## config.mk

```make
export PLATFORM = sky130hd
export DESIGN_NAME = evpm_ctrl
export DESIGN_NICKNAME = d
export VERILOG_FILES = /design/src/evpm_pkg.sv /design/src/evpm_ctrl.sv
export SDC_FILE = /design/constraint.sdc
export NUM_CORES = 1
export LEC_CHECK = 0
export CORE_AREA = 2 2 39 41
export DETAILED_ROUTE_END_ITERATION = 8
export DIE_AREA = 0 0 41 43
export DONT_BUFFER_PORTS = 1
export RECOVER_POWER = 100
export SKIP_CTS_REPAIR_TIMING = 1
export SLEW_MARGIN = 10
export SYNTH_ARGS = -nofsm -noshare
export SYNTH_HDL_FRONTEND = slang
export SYNTH_SLANG_ARGS = --single-unit
```

## constraint.sdc

```tcl
create_clock -name clock -period 1.95 [get_ports clock]
set_input_delay 0.195 -clock clock [delete_from_list [all_inputs] [get_ports clock]]
set_output_delay 0.195 -clock clock [all_outputs]
set_load 0.01 [all_outputs]
```

## src/evpm_pkg.sv

```systemverilog
`timescale 1ns / 1ps

package evpm_pkg;

   localparam int VOICES_DEF      = 8;
   localparam int FRAME_DEPTH_DEF = 16384;
   localparam int ADDR_MAX_W      = 20;

   // request function codes
   localparam logic [2:0] FUNC_LOAD  = 3'd0;
   localparam logic [2:0] FUNC_START = 3'd1;
   localparam logic [2:0] FUNC_GAINS = 3'd2;
   localparam logic [2:0] FUNC_STOP  = 3'd3;
   localparam logic [2:0] FUNC_QUERY = 3'd4;
   localparam logic [2:0] FUNC_MIX   = 3'd5;

   // response kinds
   localparam logic [1:0] KIND_MIX    = 2'd0;
   localparam logic [1:0] KIND_STATUS = 2'd1;
   localparam logic [1:0] KIND_START  = 2'd2;

   localparam logic signed [15:0] SAMPLE_MAX = 16'sh7FFF;
   localparam logic signed [15:0] SAMPLE_MIN = 16'sh8000;

   typedef struct packed {
      logic [2:0]         func;
      logic [2:0]         voice;
      logic [13:0]        frame_address;
      logic [14:0]        frame_count;
      logic signed [15:0] load_left;
      logic signed [15:0] load_right;
      logic [6:0]         volume;
      logic [7:0]         separation;
   } req_type;

   typedef struct packed {
      logic [1:0]         result_kind;
      logic signed [15:0] mix_left;
      logic signed [15:0] mix_right;
      logic               flag;
   } rsp_type;

   typedef enum logic [2:0] {
      ST_IDLE,
      ST_DECODE,
      ST_GAIN_MUL,
      ST_GAIN_DIV,
      ST_MIX_RUN,
      ST_MIX_DRAIN,
      ST_RESP
   } state_type;

   typedef struct packed {
      logic capture;
      logic ram_load;
      logic voice_stop;
      logic gain_mul;
      logic gain_write;
      logic start_write;
      logic mix_clear;
      logic mix_issue;
      logic rsp_load;
   } cmd_type;

   typedef struct packed {
      logic [2:0] func;
      logic       vok;
      logic       start_ok;
      logic       pipe_busy;
      logic       last_voice;
      logic       out_free;
   } status_type;

   // 14-bit address modulo depth, depth at least 256
   function automatic logic [ADDR_MAX_W-1:0] wrap_addr(input logic [13:0] addr,
                                                       input int unsigned depth);
      logic [26:0] x;
      logic [26:0] step;
      x = 27'(addr);
      for (int k = 5; k >= 0; k--) begin
         step = 27'(depth) << k;
         if (x >= step) begin
            x = x - step;
         end
      end
      return x[ADDR_MAX_W-1:0];
   endfunction

endpackage

```

## src/evpm_ctrl.sv

```systemverilog
`timescale 1ns / 1ps

module evpm_ctrl (
   input  logic                   clock,
   input  logic                   reset,
   input  logic                   req_valid,
   output logic                   req_ready,
   input  evpm_pkg::status_type   status,
   output evpm_pkg::cmd_type      cmd
);

   import evpm_pkg::*;

   state_type state_ff;
   state_type state_in;

   always_ff @(posedge clock) begin
      if (reset) begin
         state_ff <= ST_IDLE;
      end else begin
         state_ff <= state_in;
      end
   end

   always_comb begin
      state_in = state_ff;
      case (state_ff)
         ST_IDLE: begin
            if (req_valid) begin
               state_in = ST_DECODE;
            end
         end
         ST_DECODE: begin
            case (status.func)
               FUNC_START: begin
                  state_in = status.start_ok ? ST_GAIN_MUL : ST_RESP;
               end
               FUNC_GAINS: begin
                  state_in = status.vok ? ST_GAIN_MUL : ST_IDLE;
               end
               FUNC_QUERY: state_in = ST_RESP;
               FUNC_MIX:   state_in = ST_MIX_RUN;
               default:    state_in = ST_IDLE;
            endcase
         end
         ST_GAIN_MUL: state_in = ST_GAIN_DIV;
         ST_GAIN_DIV: begin
            state_in = (status.func == FUNC_START) ? ST_RESP : ST_IDLE;
         end
         ST_MIX_RUN: begin
            if (status.last_voice) begin
               state_in = ST_MIX_DRAIN;
            end
         end
         ST_MIX_DRAIN: begin
            if (!status.pipe_busy) begin
               state_in = ST_RESP;
            end
         end
         ST_RESP: begin
            if (status.out_free) begin
               state_in = ST_IDLE;
            end
         end
         default: state_in = ST_IDLE;
      endcase
   end

   always_comb begin
      cmd       = '0;
      req_ready = 1'b0;
      case (state_ff)
         ST_IDLE: begin
            req_ready   = 1'b1;
            cmd.capture = req_valid;
         end
         ST_DECODE: begin
            case (status.func)
               FUNC_LOAD: cmd.ram_load   = 1'b1;
               FUNC_STOP: cmd.voice_stop = status.vok;
               FUNC_MIX:  cmd.mix_clear  = 1'b1;
               default:   cmd.ram_load   = 1'b0;
            endcase
         end
         ST_GAIN_MUL: cmd.gain_mul = 1'b1;
         ST_GAIN_DIV: begin
            cmd.gain_write  = 1'b1;
            cmd.start_write = (status.func == FUNC_START);
         end
         ST_MIX_RUN:   cmd.mix_issue = 1'b1;
         ST_MIX_DRAIN: cmd.mix_issue = 1'b0;
         ST_RESP:      cmd.rsp_load  = status.out_free;
         default:      cmd.capture   = 1'b0;
      endcase
   end

endmodule

```

Word level (Yosys, flattened, before mapping) --
Cells that the tools add are included.
Storage, ports and cells: register bits after elaboration 3, input bits 11, output and inout bits 10, word-level logic and storage cells 39
Cells by class: equal/unequal tests 15, multiplexer cells 20, reductions and logical operators 3
Operators with widths (number):
- 3-bit one-hot mux with 7 select lines | 1
- 3-bit two-way mux | 6
- 3-bit == test, second input constant | 5
- 3-bit by 2-bit == test with 1-bit output, second input constant | 4
- 3-bit one-hot mux with 4 select lines | 1
- 1-bit two-way mux | 9
- 2-bit != test, second input constant | 4
- 3-bit by 1-bit == test with 1-bit output, second input constant | 2
- 3-bit zero test | 2
- 2-bit two-way mux | 3
- 4-bit AND reduction | 1

Depth between registers and ports, before layout --
word-level depth 3, gate-level depth with buffers 5, gate-level depth less buffers 4

Least setup slack after synthesis --
No wires, ideal clock.
kind register -> output, start register state_ff[0], end output port cmd[2] (netlist name), arrival time 1.195 ns, data required time 1.755 ns, path slack 0.560 ns, cell stages (with the launch flop) 5, buffers on the path 1, cell sequence dfxtp_1 -> buf_6 -> inv_2 -> or3_4 -> nor4_1
RTL lines:
- start, declared | RTL line evpm_ctrl.sv:14 | state_type state_ff;
- start signal, assigned | RTL line evpm_ctrl.sv:21 | state_ff <= state_in;
- end, declared | RTL line evpm_ctrl.sv:9 | output evpm_pkg::cmd_type cmd

==> impl_metrics.ini <==
[synth]
ys_top_cells_by_area = dfxtp_1 (16%), nor4_1 (6.6%), nor2_1 (4.9%)
combinational_family_with_the_most_area_after_synthesis = simple AND/OR/NAND/NOR gates
synth_compound_area_share_pct = 26.9
netlist_instances = 50
ys_warn_count = 0
synth_xor_area_share_pct = 0
synth_cell_types = 32
synth-seq-area-share_pct = 15.7
yosys-mux-area-fraction_pct = 2.62
yosys_most_used_dff = dfxtp_1
synth_fp_nets = 61
synth_area_um2 = 382
postSynth.asyncResetShare_pct = 0
area_share_of_fa_ha_maj_cells_after_synthesis_pct = 0
synth_top_cell_by_area = dfxtp_1
ys_ff_latch = 3
synthSimpleGateAreaFrac_pct = 45.6
synth_top_cell_area_share_pct = 15.7
synthesis.area_per_instance_um2 = 7.63
synth_edf_count = 0

[pwr]
power.static_leakage_nw = 0.136
ir_worst_vdd_uv = 234
p_per_area_mw_per_mm2 = 597

[min_path]
worst_hold_path.endpoint = state_ff[0]$_SDFFE_PP0P_
min-delay-path-class = primary input to flip-flop
worst_hold_path.num_cells = 1
hp-start = reset

[sta]
hold_violations = 0
finClkSkew_ps = 1.27
tightestPinTransition_ps = 497
final.period_utilization_pct = 91.5
finalCriticalPeriod_ps = 1780
setup-tns-final_ps = 0
slew_headroom_pct = 66.6
grt_setup_unrepaired = no
max_freq_ghz = 0.561
finalSetupViolations = 0
slew_violations = 0

[global_route]
grt_pass1_vias = 335
grt_max_degree = 18
most_heavily_used_metal_layer_in_global_routing = met2
grt_remaining_overflow = 0
combined_global_route_utilization_of_all_metal_layers_pct = 10.8
grt_util_met2_pct = 16.9
global_route_wire_length_before_repair_um = 1260
use_met3_pct = 2.62
antenna_found_initial = 0
globalRouteMet1Util_pct = 10.9

[critical_path]
worst_r2r_startpoint = state_ff[1]$_SDFFE_PP0P_
timing.critical_path.fanout_max = 12
cpPeakStageDelay_ps = 520
rr_endpoint = state_ff[2]$_SDFFE_PP0P_
worst_path_max_delay_cell = dfxtp_1
timing.reg2reg.setup_slack_ps = 440
worstPathCellList = inv_2 -> or3_4 -> nor4_1
cp_num_buf_inv = 1
cp-start-kind = flip-flop
worst_r2r_path_depth = 4
required_ps = 1750
crit_cells = 3
worst_path_dominant_cell_family = simple AND/OR/NAND/NOR gates
end_kind = primary output
worst-endpoint-arrival_ps = 1590
crit_type = flip-flop to primary output

[drt]
post_drt_via_cell_ratio = 5.70
avgRoutedWirePerCell_um = 12.7
routed-via-count = 382
drc = 0
totalWireLength_um = 851
detailedRoute.firstIterationViolations = 2
detail_route.first_pass.iterations = 2
ant_nets = 0

[place]
placed_cells_incl_taps = 63
globalplace.congestion = 0.716
io_buffers = 0
placed_cell_area_um2 = 378
hpwl_um = 659

[clocking]
worst_skew_pair.late_latency_ps = 230
cts_tree = built
cts.reportedPaths.clkPinSlew_ps = 40
clock_tree.buffer_depth = 2
htree_num_levels = 1
cts_num_sinks = 3
cts_inserted_buffers = 3
clk_root_buffer_cell = clkbuf_4

[floorplan]
initial_core_util_pct = 27.6
die-area_mm2 = 0.00176
die_h_um = 43
core_region_mm2 = 0.00138
floorplan.die.width_um = 41
placement_rows = 14
floorplan.io_pins = 21

[cells_and_area]
top_register = state_ff
num-fill-cells = 154
num-nets-final = 63
drive_above_1_share_pct = 25.5
n_antenna_cell = 0
layout_top_registers = state_ff (3)
mostFrequentLayoutCell = nor2_1
stdcell_area_um2 = 407
most-common-layout-cells = nor2_1 (5), nand2_1 (4)
sequential_cell_area_um2 = 60.1
syn2layout_area_growth_pct = 6.56
number_of_flip_flops_under_the_largest_register_name = 3
fin_cells = 67
multi_input_area_um2 = 289

[run_status]
outcome = finished, final reports clean

[job]
max_cap_violations = 0
-- kinds of logic after synthesis --
family	after synthesis
buffers and inverters	6
AND/OR/NAND/NOR	27
AO/OA/AOI/OAI	13
multiplexers	1
flip-flops	3
-- stage by stage --
stage          power (W)  utilization, %  setup WS, ps  hold slack, ps
3_5_place_dp    0.000135            27.3           398             271
6_report        0.000243            29.4           167            29.8
3_3_place_gp    0.000134            27.3           431             268
5_1_grt         0.000260            29.4          10.1            21.0
4_1_cts         0.000251            29.2           138            20.5
2_1_floorplan   0.000132               -           560             266
-- area by class of cell --
| cell class | count | area share [%] |
|---|---|---|
| clock buffers | 4 | 6.46 |
| inverters | 3 | 2.77 |
| multi-input cells | 41 | 71.1 |
| flip-flops and latches | 3 | 14.8 |
| well taps | 16 | 4.92 |
-- worst reg2reg max path, delay by kind of cell, from the launching register on --
family | cells | cell delay (ps)
AO/OA/AOI/OAI | 1 | 110
AND/OR/NAND/NOR | 3 | 710
flip-flops | 1 | 620
-- power breakdown --
group | internal [W] | switching, W | total (W)
Combinational | 0.0000261 | 0.0000286 | 0.0000547
Sequential | 0.0000658 | 0.0000127 | 0.0000785
Clock | 0.0000767 | 0.0000327 | 0.000109
-- how the worst max path moves through the flow --
stage / from / end / slack, ps
floorplan: state_ff[0]$_SDFFE_PP0P_ / cmd[2] / 560
global placement: state_ff[0]$_SDFFE_PP0P_ / cmd[2] / 430
detailed placement: state_ff[0]$_SDFFE_PP0P_ / cmd[2] / 400
CTS: state_ff[0]$_SDFFE_PP0P_ / cmd[2] / 140
global route: state_ff[0]$_SDFFE_PP0P_ / cmd[7] / 10
finish: state_ff[0]$_SDFFE_PP0P_ / cmd[7] / 170
-- metal layers --
layer | up-vias | share of wire, % | wire [µm]
met1 | 176 | 44 | 372
met2 | 13 | 48 | 410
met5 | - | 0 | 0
li1 | 191 | - | -
met4 | 0 | 1.6 | 14
met3 | 2 | 6.3 | 54
-- cells in the mapped netlist (2+ instances only) --
cell type	n
nor4_1	4
nand2b_1	2
dfxtp_1	3
nor2_1	5
nor3_1	2
a21oi_1	2
inv_2	2
nand2_1	4
o21ai_0	3
Power figures use the tool's default switching activity.
